[src/hdl/mexp_pkg.sv]
package mexp_pkg;

    localparam int unsigned VAL_W = 30;
    localparam int unsigned EXP_W = 63;
    localparam int unsigned CNT_W = 6;
    localparam int unsigned UPC_W = 4;
    localparam int unsigned MUL_W = 32;

    localparam logic [VAL_W-1:0] PRIME      = 30'd1000000007;
    localparam logic [MUL_W-1:0] PRIME_WIDE = 32'd1000000007;
    // floor(2^60 / PRIME)
    localparam logic [MUL_W-1:0] BARRETT_MU = 32'd1152921496;
    localparam logic [CNT_W-1:0] LAST_BIT   = 6'd62;

    typedef logic [UPC_W-1:0] upc_t;

    typedef enum logic [3:0] {
        ACT_NONE,
        ACT_LOAD,
        ACT_LEAD,
        ACT_MUL_SQ,
        ACT_MUL_BASE,
        ACT_MUL_MU,
        ACT_MUL_P,
        ACT_SUB,
        ACT_FIX,
        ACT_FIX_ACC,
        ACT_SHIFT,
        ACT_EMIT
    } act_t;

    typedef enum logic [2:0] {
        JMP_NONE,
        JMP_NOFIRE,
        JMP_ONE,
        JMP_BITCLR,
        JMP_MORE,
        JMP_OUTFULL
    } jmp_t;

    typedef struct packed {
        act_t act;
        jmp_t jmp;
        upc_t target;
        logic take;
    } uword_t;

    typedef struct packed {
        logic one;
        logic bit_set;
        logic more;
    } dstat_t;

    localparam upc_t UPC_IDLE  = 4'd0;
    localparam upc_t UPC_BIT   = 4'd1;
    localparam upc_t UPC_NEXT  = 4'd14;
    localparam upc_t UPC_EMIT  = 4'd15;

    function automatic uword_t ucode(input upc_t addr);
        uword_t w;
        w = '{act: ACT_NONE, jmp: JMP_NONE, target: UPC_IDLE, take: 1'b0};
        unique case (addr)
            4'd0:  w = '{act: ACT_LOAD,     jmp: JMP_NOFIRE,  target: UPC_IDLE, take: 1'b1};
            4'd1:  w = '{act: ACT_LEAD,     jmp: JMP_ONE,     target: UPC_NEXT, take: 1'b0};
            4'd2:  w = '{act: ACT_MUL_SQ,   jmp: JMP_NONE,    target: UPC_IDLE, take: 1'b0};
            4'd3:  w = '{act: ACT_MUL_MU,   jmp: JMP_NONE,    target: UPC_IDLE, take: 1'b0};
            4'd4:  w = '{act: ACT_MUL_P,    jmp: JMP_NONE,    target: UPC_IDLE, take: 1'b0};
            4'd5:  w = '{act: ACT_SUB,      jmp: JMP_NONE,    target: UPC_IDLE, take: 1'b0};
            4'd6:  w = '{act: ACT_FIX,      jmp: JMP_NONE,    target: UPC_IDLE, take: 1'b0};
            4'd7:  w = '{act: ACT_FIX_ACC,  jmp: JMP_BITCLR,  target: UPC_NEXT, take: 1'b0};
            4'd8:  w = '{act: ACT_MUL_BASE, jmp: JMP_NONE,    target: UPC_IDLE, take: 1'b0};
            4'd9:  w = '{act: ACT_MUL_MU,   jmp: JMP_NONE,    target: UPC_IDLE, take: 1'b0};
            4'd10: w = '{act: ACT_MUL_P,    jmp: JMP_NONE,    target: UPC_IDLE, take: 1'b0};
            4'd11: w = '{act: ACT_SUB,      jmp: JMP_NONE,    target: UPC_IDLE, take: 1'b0};
            4'd12: w = '{act: ACT_FIX,      jmp: JMP_NONE,    target: UPC_IDLE, take: 1'b0};
            4'd13: w = '{act: ACT_FIX_ACC,  jmp: JMP_NONE,    target: UPC_IDLE, take: 1'b0};
            4'd14: w = '{act: ACT_SHIFT,    jmp: JMP_MORE,    target: UPC_BIT,  take: 1'b0};
            4'd15: w = '{act: ACT_EMIT,     jmp: JMP_OUTFULL, target: UPC_EMIT, take: 1'b0};
        endcase
        return w;
    endfunction

endpackage

[src/hdl/mexp_seq.sv]
module mexp_seq (
    input  logic              clk,
    input  logic              rst_n,
    input  logic              fire,
    input  logic              out_full,
    input  mexp_pkg::dstat_t  st,
    output mexp_pkg::uword_t  cw
);

    mexp_pkg::upc_t upc_reg;
    mexp_pkg::upc_t upc_next;
    logic           jump;

    always_comb
    begin
        cw = mexp_pkg::ucode(upc_reg);
    end

    always_comb
    begin
        unique case (cw.jmp)
            mexp_pkg::JMP_NONE:    jump = 1'b0;
            mexp_pkg::JMP_NOFIRE:  jump = !fire;
            mexp_pkg::JMP_ONE:     jump = st.one;
            mexp_pkg::JMP_BITCLR:  jump = !st.bit_set;
            mexp_pkg::JMP_MORE:    jump = st.more;
            mexp_pkg::JMP_OUTFULL: jump = out_full;
            default:               jump = 1'b0;
        endcase
        upc_next = jump ? cw.target : upc_reg + 4'd1;
    end

    always_ff @(posedge clk or negedge rst_n)
    begin
        if (!rst_n)
        begin
            upc_reg <= mexp_pkg::UPC_IDLE;
        end
        else
        begin
            upc_reg <= upc_next;
        end
    end

endmodule

[src/hdl/mexp_datapath.sv]
module mexp_datapath (
    input  logic                            clk,
    input  logic                            rst_n,
    input  mexp_pkg::uword_t                cw,
    input  logic                            fire,
    input  logic                            out_full,
    input  logic                            out_ready,
    input  logic [mexp_pkg::VAL_W-1:0]      base,
    input  logic [mexp_pkg::EXP_W-1:0]      exponent,
    output mexp_pkg::dstat_t                st,
    output logic                            out_valid,
    output logic [mexp_pkg::VAL_W-1:0]      power
);

    logic [29:0] acc_reg,   acc_next;
    logic [29:0] base_reg,  base_next;
    logic [62:0] exp_reg,   exp_next;
    logic [5:0]  cnt_reg,   cnt_next;
    logic        one_reg,   one_next;
    logic [31:0] x_reg,     x_next;
    logic [63:0] prod_reg,  prod_next;
    logic [31:0] r_reg,     r_next;
    logic        out_valid_reg, out_valid_next;
    logic [29:0] power_reg, power_next;

    logic [31:0] mul_a;
    logic [31:0] mul_b;
    logic [63:0] mul_p;
    logic [31:0] r_fix;
    logic [29:0] base_red;

    // select multiplier operands
    always_comb
    begin
        unique case (cw.act)
            mexp_pkg::ACT_MUL_SQ:
            begin
                mul_a = {2'b00, acc_reg};
                mul_b = {2'b00, acc_reg};
            end
            mexp_pkg::ACT_MUL_BASE:
            begin
                mul_a = {2'b00, acc_reg};
                mul_b = {2'b00, base_reg};
            end
            mexp_pkg::ACT_MUL_MU:
            begin
                mul_a = {1'b0, prod_reg[59:29]};
                mul_b = mexp_pkg::BARRETT_MU;
            end
            mexp_pkg::ACT_MUL_P:
            begin
                mul_a = {1'b0, prod_reg[61:31]};
                mul_b = mexp_pkg::PRIME_WIDE;
            end
            default:
            begin
                mul_a = 32'd0;
                mul_b = 32'd0;
            end
        endcase
        mul_p = {32'd0, mul_a} * {32'd0, mul_b};
    end

    always_comb
    begin
        r_fix    = (r_reg >= mexp_pkg::PRIME_WIDE) ? r_reg - mexp_pkg::PRIME_WIDE : r_reg;
        base_red = (base >= mexp_pkg::PRIME) ? base - mexp_pkg::PRIME : base;
    end

    always_comb
    begin
        acc_next       = acc_reg;
        base_next      = base_reg;
        exp_next       = exp_reg;
        cnt_next       = cnt_reg;
        one_next       = one_reg;
        x_next         = x_reg;
        prod_next      = prod_reg;
        r_next         = r_reg;
        out_valid_next = out_valid_reg && !out_ready;
        power_next     = power_reg;
        unique case (cw.act)
            mexp_pkg::ACT_LOAD:
            begin
                if (fire)
                begin
                    acc_next  = 30'd1;
                    base_next = base_red;
                    exp_next  = exponent;
                    cnt_next  = mexp_pkg::LAST_BIT;
                    one_next  = 1'b1;
                end
            end
            mexp_pkg::ACT_LEAD:
            begin
                // first set bit: 1 * base needs no multiply
                if (one_reg && exp_reg[62])
                begin
                    acc_next = base_reg;
                    one_next = 1'b0;
                end
            end
            mexp_pkg::ACT_MUL_SQ, mexp_pkg::ACT_MUL_BASE, mexp_pkg::ACT_MUL_P:
            begin
                prod_next = mul_p;
            end
            mexp_pkg::ACT_MUL_MU:
            begin
                x_next    = prod_reg[31:0];
                prod_next = mul_p;
            end
            mexp_pkg::ACT_SUB:
            begin
                r_next = x_reg - prod_reg[31:0];
            end
            mexp_pkg::ACT_FIX:
            begin
                r_next = r_fix;
            end
            mexp_pkg::ACT_FIX_ACC:
            begin
                acc_next = (r_fix >= mexp_pkg::PRIME_WIDE) ?
                           30'(r_fix - mexp_pkg::PRIME_WIDE) : r_fix[29:0];
            end
            mexp_pkg::ACT_SHIFT:
            begin
                exp_next = {exp_reg[61:0], 1'b0};
                cnt_next = cnt_reg - 6'd1;
            end
            mexp_pkg::ACT_EMIT:
            begin
                if (!out_full)
                begin
                    out_valid_next = 1'b1;
                    power_next     = acc_reg;
                end
            end
            default:
            begin
            end
        endcase
    end

    always_ff @(posedge clk or negedge rst_n)
    begin
        if (!rst_n)
        begin
            cnt_reg       <= '0;
            one_reg       <= 1'b0;
            out_valid_reg <= 1'b0;
        end
        else
        begin
            cnt_reg       <= cnt_next;
            one_reg       <= one_next;
            out_valid_reg <= out_valid_next;
        end
    end

    always_ff @(posedge clk)
    begin
        acc_reg   <= acc_next;
        base_reg  <= base_next;
        exp_reg   <= exp_next;
        x_reg     <= x_next;
        prod_reg  <= prod_next;
        r_reg     <= r_next;
        power_reg <= power_next;
    end

    assign st.one     = one_reg;
    assign st.bit_set = exp_reg[62];
    assign st.more    = (cnt_reg != 6'd0);
    assign out_valid  = out_valid_reg;
    assign power      = power_reg;

endmodule

[src/hdl/modular_exponentiation_top.sv]
// Modular exponentiation: power = base ** exponent mod 1000000007.
// Input channel: in_valid / in_ready with base (30 bits, expected below the
// modulus; a larger value is reduced once) and exponent (63 bits).
// Output channel: out_valid / out_ready with power (30 bits).
// One item in, one item out; items are processed one at a time.
// A small microcode table steps one 32x32 multiplier through square,
// optional multiply by base, and Barrett reduction, scanning the exponent
// from bit 62 down. Bits up to and including the first set bit need no
// multiply; after it, a clear bit takes a square and a reduction, and a
// set bit also a multiply by base and a second reduction. A new item is
// taken only after the last result is handed to the output register.
// in_ready is high only while the sequencer waits for a new item. The
// result sits in an output register, so the next item is taken while it
// waits; if the receiver stalls past the next result, the sequencer holds
// that result until the register frees up.
// Reset clears the sequencer and output valid; no clearing pass is needed.
module modular_exponentiation_top (
    input  logic                        clk,
    input  logic                        rst_n,
    input  logic                        in_valid,
    output logic                        in_ready,
    input  logic [mexp_pkg::VAL_W-1:0]  base,
    input  logic [mexp_pkg::EXP_W-1:0]  exponent,
    output logic                        out_valid,
    input  logic                        out_ready,
    output logic [mexp_pkg::VAL_W-1:0]  power
);

    mexp_pkg::uword_t cw;
    mexp_pkg::dstat_t st;
    logic             fire;
    logic             out_full;

    assign in_ready = cw.take;
    assign fire     = in_valid && in_ready;
    assign out_full = out_valid && !out_ready;

    mexp_seq u_seq (
        .clk      (clk),
        .rst_n    (rst_n),
        .fire     (fire),
        .out_full (out_full),
        .st       (st),
        .cw       (cw)
    );

    mexp_datapath u_dp (
        .clk       (clk),
        .rst_n     (rst_n),
        .cw        (cw),
        .fire      (fire),
        .out_full  (out_full),
        .out_ready (out_ready),
        .base      (base),
        .exponent  (exponent),
        .st        (st),
        .out_valid (out_valid),
        .power     (power)
    );

endmodule

[config.mk]
export PLATFORM = sky130hd
export DESIGN_NAME = modular_exponentiation_top
export DESIGN_NICKNAME = d
export VERILOG_FILES = /design/src/hdl/mexp_pkg.sv /design/src/hdl/mexp_seq.sv /design/src/hdl/mexp_datapath.sv /design/src/hdl/modular_exponentiation_top.sv
export SDC_FILE = /design/constraint.sdc
export NUM_CORES = 2
export LEC_CHECK = 0
export BUFFER_PORTS_ARGS = -buffer_cell sky130_fd_sc_hd__buf_4
export CAP_MARGIN = 15
export CORE_MARGIN = 2
export CORE_UTILIZATION = 35
export CTS_CLUSTER_DIAMETER = 50
export DETAILED_ROUTE_END_ITERATION = 10
export GPL_ROUTABILITY_DRIVEN = 0
export GPL_TIMING_DRIVEN = 0
export PLACE_DENSITY = 0.54
export SLEW_MARGIN = 20
export SYNTH_ARGS = -nofsm -noshare
export SYNTH_HDL_FRONTEND = slang
export SYNTH_SLANG_ARGS = --single-unit
[constraint.sdc]
create_clock -name clk -period 15.1 [get_ports clk]
set_input_delay 3.02 -clock clk [delete_from_list [all_inputs] [get_ports clk]]
set_output_delay 3.02 -clock clk [all_outputs]
set_load 0.01 [all_outputs]
=== After elaboration in Yosys (flattened, before gate mapping) ===
Memories as Yosys holds them, arrays and structs flattened.
Cells that the tools add are included.

* Register bits: 291
* ROM bits: 192
* Input bits: 97
* Output and inout bits: 32
* Word-level logic and storage cells: 78
* Memories: 1

{| class="wikitable"
|+ Memories
! name !! words !! bits a word !! read ports !! clocked after Yosys merged registers in !! wr ports !! line !! source
|-
| (name not given) || 16 || 12 || 1 || 0 || 0 || mexp_pkg.sv:62 || <nowiki>unique case (addr)</nowiki>
|}

* Add/subtract/negate cells: 6
* Multiply operators: 1
* Magnitude comparators: 3
* Equality and inequality tests: 18
* Mux-type cells: 19
* Bitwise operators: 1
* Reductions and logical operators: 18

{| class="wikitable"
|+ Operators by type and width
! operator !! count
|-
| 63-bit case mux with 2 select lines || 1
|-
| 31-bit case mux with 4 select lines || 1
|-
| 30-bit two-way mux || 4
|-
| 31-bit case mux with 3 select lines || 1
|-
| 30-bit case mux with 3 select lines || 1
|-
| 32-bit by 30-bit >= comparator with 1-bit output, second input constant || 2
|-
| 32-bit case mux with 2 select lines || 1
|-
| 63-bit two-way mux || 1
|-
| 31-bit by 31-bit multiplier with 62-bit output || 1
|-
| 30-bit subtractor, second input constant || 2
|-
| 32-bit two-way mux || 1
|-
| 32-bit by 30-bit subtractor with 32-bit output, second input constant || 1
|-
| 32-bit subtractor || 1
|-
| 30-bit >= comparator, second input constant || 1
|-
| 4-bit by 3-bit == test with 1-bit output, second input constant || 4
|-
| 4-bit == test, second input constant || 4
|-
| 6-bit case mux with 2 select lines || 1
|-
| 4-bit by 2-bit == test with 1-bit output, second input constant || 2
|-
| 3-bit by 2-bit == test with 1-bit output, second input constant || 2
|-
| 3-bit == test, second input constant || 2
|-
| 6-bit two-way mux || 1
|-
| 2-bit AND reduction || 3
|-
| 3-bit AND reduction || 2
|-
| 2-bit nonzero test || 3
|-
| 17 further kinds || 23
|}

=== Depth between registers and ports, before layout ===
* Word-level depth: 5
* Depth in mapped cells: 44
* Depth with buffers taken out: 38

=== By module ===
Synthesis repeated with hierarchy kept, for this count alone.

* Cells, all modules: 5075
* Area total of the unflattened synthesis: 46440.8 um2

{| class="wikitable"
|+ By module, submodules not included
! module !! instances !! cells each !! area an instance (um2) !! sequential area each (um2)
|-
| mexp_datapath || 1 || 5016 || 45885.3 || 8578.2
|-
| mexp_seq || 1 || 57 || 535.5 || 100.1
|-
| modular_exponentiation_top || 1 || 2 || 20.0 || 0.0
|}

=== Worst setup path after synthesis ===
Ideal clock, no wire load.

* Kind: register -> register
* Start point: reg u_seq.upc_reg[1]
* End point: reg u_dp.prod_reg[59], data pin
* Library setup time: 0.270 ns
* Arrival time: 10.166 ns
* Required time: 14.830 ns
* Setup slack: 4.664 ns
* Stages on the path, launching flop included: 36
* Buffers on the path: 7
* Period minus slack after synthesis: 10.436 ns
* Cells stage by stage: dfrtp_1 > clkbuf_1 > inv_1 > ha_1 > a21oi_1 > nand2_1 > or2_2 > clkbuf_1 > inv_1 > clkbuf_1 > clkbuf_1 > buf_1 > clkbuf_1 > buf_1 > nand2_1 > fa_1 > fa_1 > inv_1 > fa_1 > fa_1 > fa_1 > fa_1 > fa_1 > fa_1 > ha_1 > or2_2 > a21boi_0 > a211oi_1 > nor3_1 > o21ai_0 > a21oi_1 > o21ai_0 > a21oi_1 > o21ai_0 > a21oi_1 > or3b_2

* Word-level cells in the longest chain between the ends: 5
* Elaborated cells between the ends (all ways): 9
* Those cells by class: 1 x mul; 4 x eq/ne; 2 x mux; 1 x reduce/logical; 1 x memory

{| class="wikitable"
|+ RTL lines
! item !! line !! source
|-
| from (decl) || mexp_seq.sv:10 || <nowiki>mexp_pkg::upc_t upc_reg;</nowiki>
|-
| from (signal assigned) || mexp_seq.sv:37 || <nowiki>upc_reg <= mexp_pkg::UPC_IDLE;</nowiki>
|-
| from (signal assigned) || mexp_seq.sv:41 || <nowiki>upc_reg <= upc_next;</nowiki>
|-
| memory 16 x 12 bit * || n/a ||
|-
| 4-bit by 2-bit == test with 1-bit output / 4-bit by 3-bit == test with 1-bit output (equally long branches) || mexp_datapath.sv:35 || <nowiki>unique case (cw.act)</nowiki>
|-
| 2-bit OR reduction (no source line) || n/a ||
|-
| 31-bit case mux with 3 select lines || mexp_datapath.sv:35 ||
|-
| 31-bit by 31-bit multiplier with 62-bit output * || mexp_datapath.sv:62 || <nowiki>mul_p = {32'd0, mul_a} * {32'd0, mul_b};</nowiki>
|-
| named net u_dp.mul_p[59] || mexp_datapath.sv:28 || <nowiki>logic [63:0] mul_p;</nowiki>
|-
| to (signal assigned) || mexp_datapath.sv:167 || <nowiki>prod_reg <= prod_next;</nowiki>
|-
| to (decl) || mexp_datapath.sv:21 || <nowiki>logic [63:0] prod_reg, prod_next;</nowiki>
|}

The timed path passes the listed nets; every way through them passes the cells marked *.
A chain may end at the register's enable or synchronous reset.

=== Worst setup path after layout ===
* Start point: reg u_seq.upc_reg[2]
* End point: reg u_dp.prod_reg[59], data pin

Same word-level chain as after synthesis.

==> out/metrics.csv <==
stage,metric,value,unit
clock_network,clk_pin_slew_worst_paths,0.06,ns
worst_setup_path,r2r_end,u_dp.prod_reg[59],
worst_setup_path,path_class,reg2reg,
worst_setup_path,critPathCaptureType,register,
clock_network,cts_buffer_depth,3,
synthesis,synthFlopType,edfxtp_1,
worst_hold_path,hp-start,u_dp.prod_reg[23],
sta,totalNegativeSetupSlack,0,ns
sta,max_freq,0.0705,GHz
clock_network,post-cts-setup-buffer-count,0,
route,wl,168000,µm
worst_hold_path,hp-class,reg2reg,
synthesis,synth_fp_nets,6047,
clock_network,cts_made_buffers,34,
floorplanning,die_h,364,µm
worst_setup_path,cp.arrival,14.48,ns
worst_setup_path,cpMostUsedCell,fa_1,
layout,syn2layout_area_growth,10.3,%
sta,rsz0062_at_grt,false,
placement,place_inst,6704,
worst_hold_path,min_to,u_dp.x_reg[23],
sta,fin_crit,14.19,ns
worst_hold_path,hold_depth,0,
worst_setup_path,r2r-start,u_seq.upc_reg[2],
floorplanning,start_util,35.1,%
worst_setup_path,cp_max_fo,10,
route,first_iter_violations,3825,
synthesis,yosys_register_bits,291,
clock_network,clock_sinks,291,
worst_setup_path,critPathLaunchType,register,
job,drv_cap,0,
synthesis,yosysWarnings,0,
global_route,grt_antenna_before_repair,11,
global_route,grt_pass1_wl,246000,µm
clock_network,cts_root_buffer,clkbuf_16,
worst_setup_path,rr_worst_depth,38,
sta,fin_skew,0.0284,ns
synthesis,netlist_area,45400,µm²
floorplanning,die-area,133000,µm²
sta,final_hold_viol_count,0,
sta,tightest_slew,1.26,ns
run_status,outcome,completed,
sta,slew_viol_final,0,
clock_network,cts_tree,yes,
synthesis,synth_cell_types,90,
route,vias,36000,
global_route,grt_overflow,0,
synthesis,syn_inst,4817,
placement,hpwl,138000,µm
route,vias_per_cell,5.32,
synthesis,synth_area_per_cell,9.42,µm²
synthesis,synth_area_leaders,"fa_1 (37%), edfxtp_1 (18%), ha_1 (8.1%), inv_1 (7.2%), nand2_1 (5.9%)",
sta,slew_headroom,15.7,%
layout,largest_register_ffs,63,
worst_setup_path,crit_required,15.39,ns
clock_network,post_cts_resized,0,
worst_setup_path,reg2reg_slack,0.91,ns
placement,io_buffers,128,
clock_network,cts_hold_buf,0,
clock_network,htreeDepth,2,
floorplanning,row_count,132,
synthesis,yosysTopAreaCell,fa_1,
floorplanning,coreArea,129000,µm²
layout,nets,6230,
worst_setup_path,cp_slowest_cell,clkbuf_1,
global_route,grt_max_degree,43,
floorplanning,io_pins,129,
sta,fin_crit_sh,94.0,%
sta,finalSetupViolations,0,
worst_setup_path,cpPeakStageDelay,0.91,ns
synthesis,synth_edf_count,279,
route,drc_errors,0,
route,routedWlPerCell,24.9,µm
clock_network,insertion_delay,0.55,ns
route,ant_nets,0,
floorplanning,die_w,364,µm
synthesis,synth_top_area_share,37.0,%
route,drtPass1Iterations,5,
synthesis,ys_seq_area_share,19.1,%
layout,layout-drive-gt1-share,6.39,%
synthesis,synth-async-reset-ratio,4.12,%
global_route,grt_pass1_vias,36700,
global_route,track_usage,25.6,%
layout,instances_no_fill,6768,
area by class of cell:
class / instances / area [µm²]
diodes: 2 / 5.00
plain buffers: 231 / 890
clock buffers: 39 / 891
clock inverters: 21 / 265
fillers: 13100 / 79100
inverters: 872 / 3270
multi-input cells: 3423 / 32700
flip-flops and latches: 291 / 8680
well taps: 1742 / 2180
repair buffers: 147 / 1200
critical path, delay by kind of cell, from the launching register on:
family                     cells  cell delay, ns
AOI/OAI and AO/OA             13            4.38
buffers and inverters         10            2.75
and+or+nand+nor                6            2.18
adders and majority gates      9            4.21
DFF                            1            0.35
cell usage in the layout, fill, tap and decap left out, types with 24 or more instances in the layout:
master / synthesis / layout
mux2_2: 65 / 65
o21ai_0: 122 / 121
a21oi_1: 123 / 123
buf_4: 0 / 133
a22oi_1: 38 / 35
nand2_1: 712 / 711
edfxtp_1: 279 / 279
and3_1: 34 / 34
nor2_1: 560 / 560
xor2_1: 70 / 70
a21o_1: 46 / 46
fa_1: 838 / 838
inv_1: 871 / 870
ha_1: 295 / 295
and2_1: 54 / 54
clkbuf_1: 205 / 206
clkbuf_16: 0 / 35
a211oi_1: 24 / 24
xnor2_1: 93 / 93
nand3_1: 50 / 49
Yosys cell counts (all sizes together) (50+ instances only):
master and n:
nor2 561, xnor2 93, and2 56, clkbuf 205, o21ai 137, nand3 50
inv 871, fa 838, ha 295, mux2 65, edfxtp 279, a21oi 126
nand2 713, xor2 70
worst max-delay path by stage:
stage                           startpoint                 to  slack, ns  depth (start not counted)
after detailed placement  u_seq.upc_reg[1]  u_dp.prod_reg[59]       1.11                         40
final                     u_seq.upc_reg[2]  u_dp.prod_reg[59]       0.91                         38
after global routing      u_seq.upc_reg[2]  u_dp.prod_reg[59]       0.48                         38
after floorplan           u_seq.upc_reg[1]  u_dp.prod_reg[59]       4.66                         35
after global placement    u_seq.upc_reg[1]  u_dp.prod_reg[59]       0.30                         39
after CTS                 u_seq.upc_reg[1]  u_dp.prod_reg[59]       1.05                         40
cell families (layout without fill, tap and decap cells):
family / count (synthesis) / in the layout / synth area share [%]
xor+xnor: 163 / 163 / 3.14
compound gates: 525 / 525 / 7.61
buf+inv: 1103 / 1310 / 9.16
simple gates: 1532 / 1532 / 14.2
mux: 70 / 70 / 1.72
fa+ha+maj: 1133 / 1133 / 45.1
flops: 291 / 291 / 19.1
other cells: 0 / 2 / 0
layer usage:
| metal | up-vias | global-route usage (%) | routed length (µm) |
|---|---|---|---|
| met4 | 8 | 13.0 | 10500 |
| met2 | 1949 | 38.2 | 72100 |
| met5 | - | 0 | 51 |
| met3 | 482 | 6.74 | 18600 |
| met1 | 18200 | 34.2 | 67000 |
| li1 | 15400 | - | - |
metrics by stage:
| stage | instance area [µm²] | util [%] | hold WS (ns) | setup WS (ns) |
|---|---|---|---|---|
| after CTS | 50000 | 38.7 | 0.452 | 1.05 |
| after global placement | 48500 | 37.6 | 0.436 | 0.299 |
| after global routing | 50100 | 38.8 | 0.458 | 0.479 |
| after detailed placement | 48900 | 37.8 | 0.436 | 1.11 |
| after floorplan | 45400 | - | 0.426 | 4.66 |
| final | 50100 | 38.8 | 0.451 | 0.909 |
Power is not shown: default switching activity piles up to over one toggle a cycle in this logic, so the estimate is an artifact.
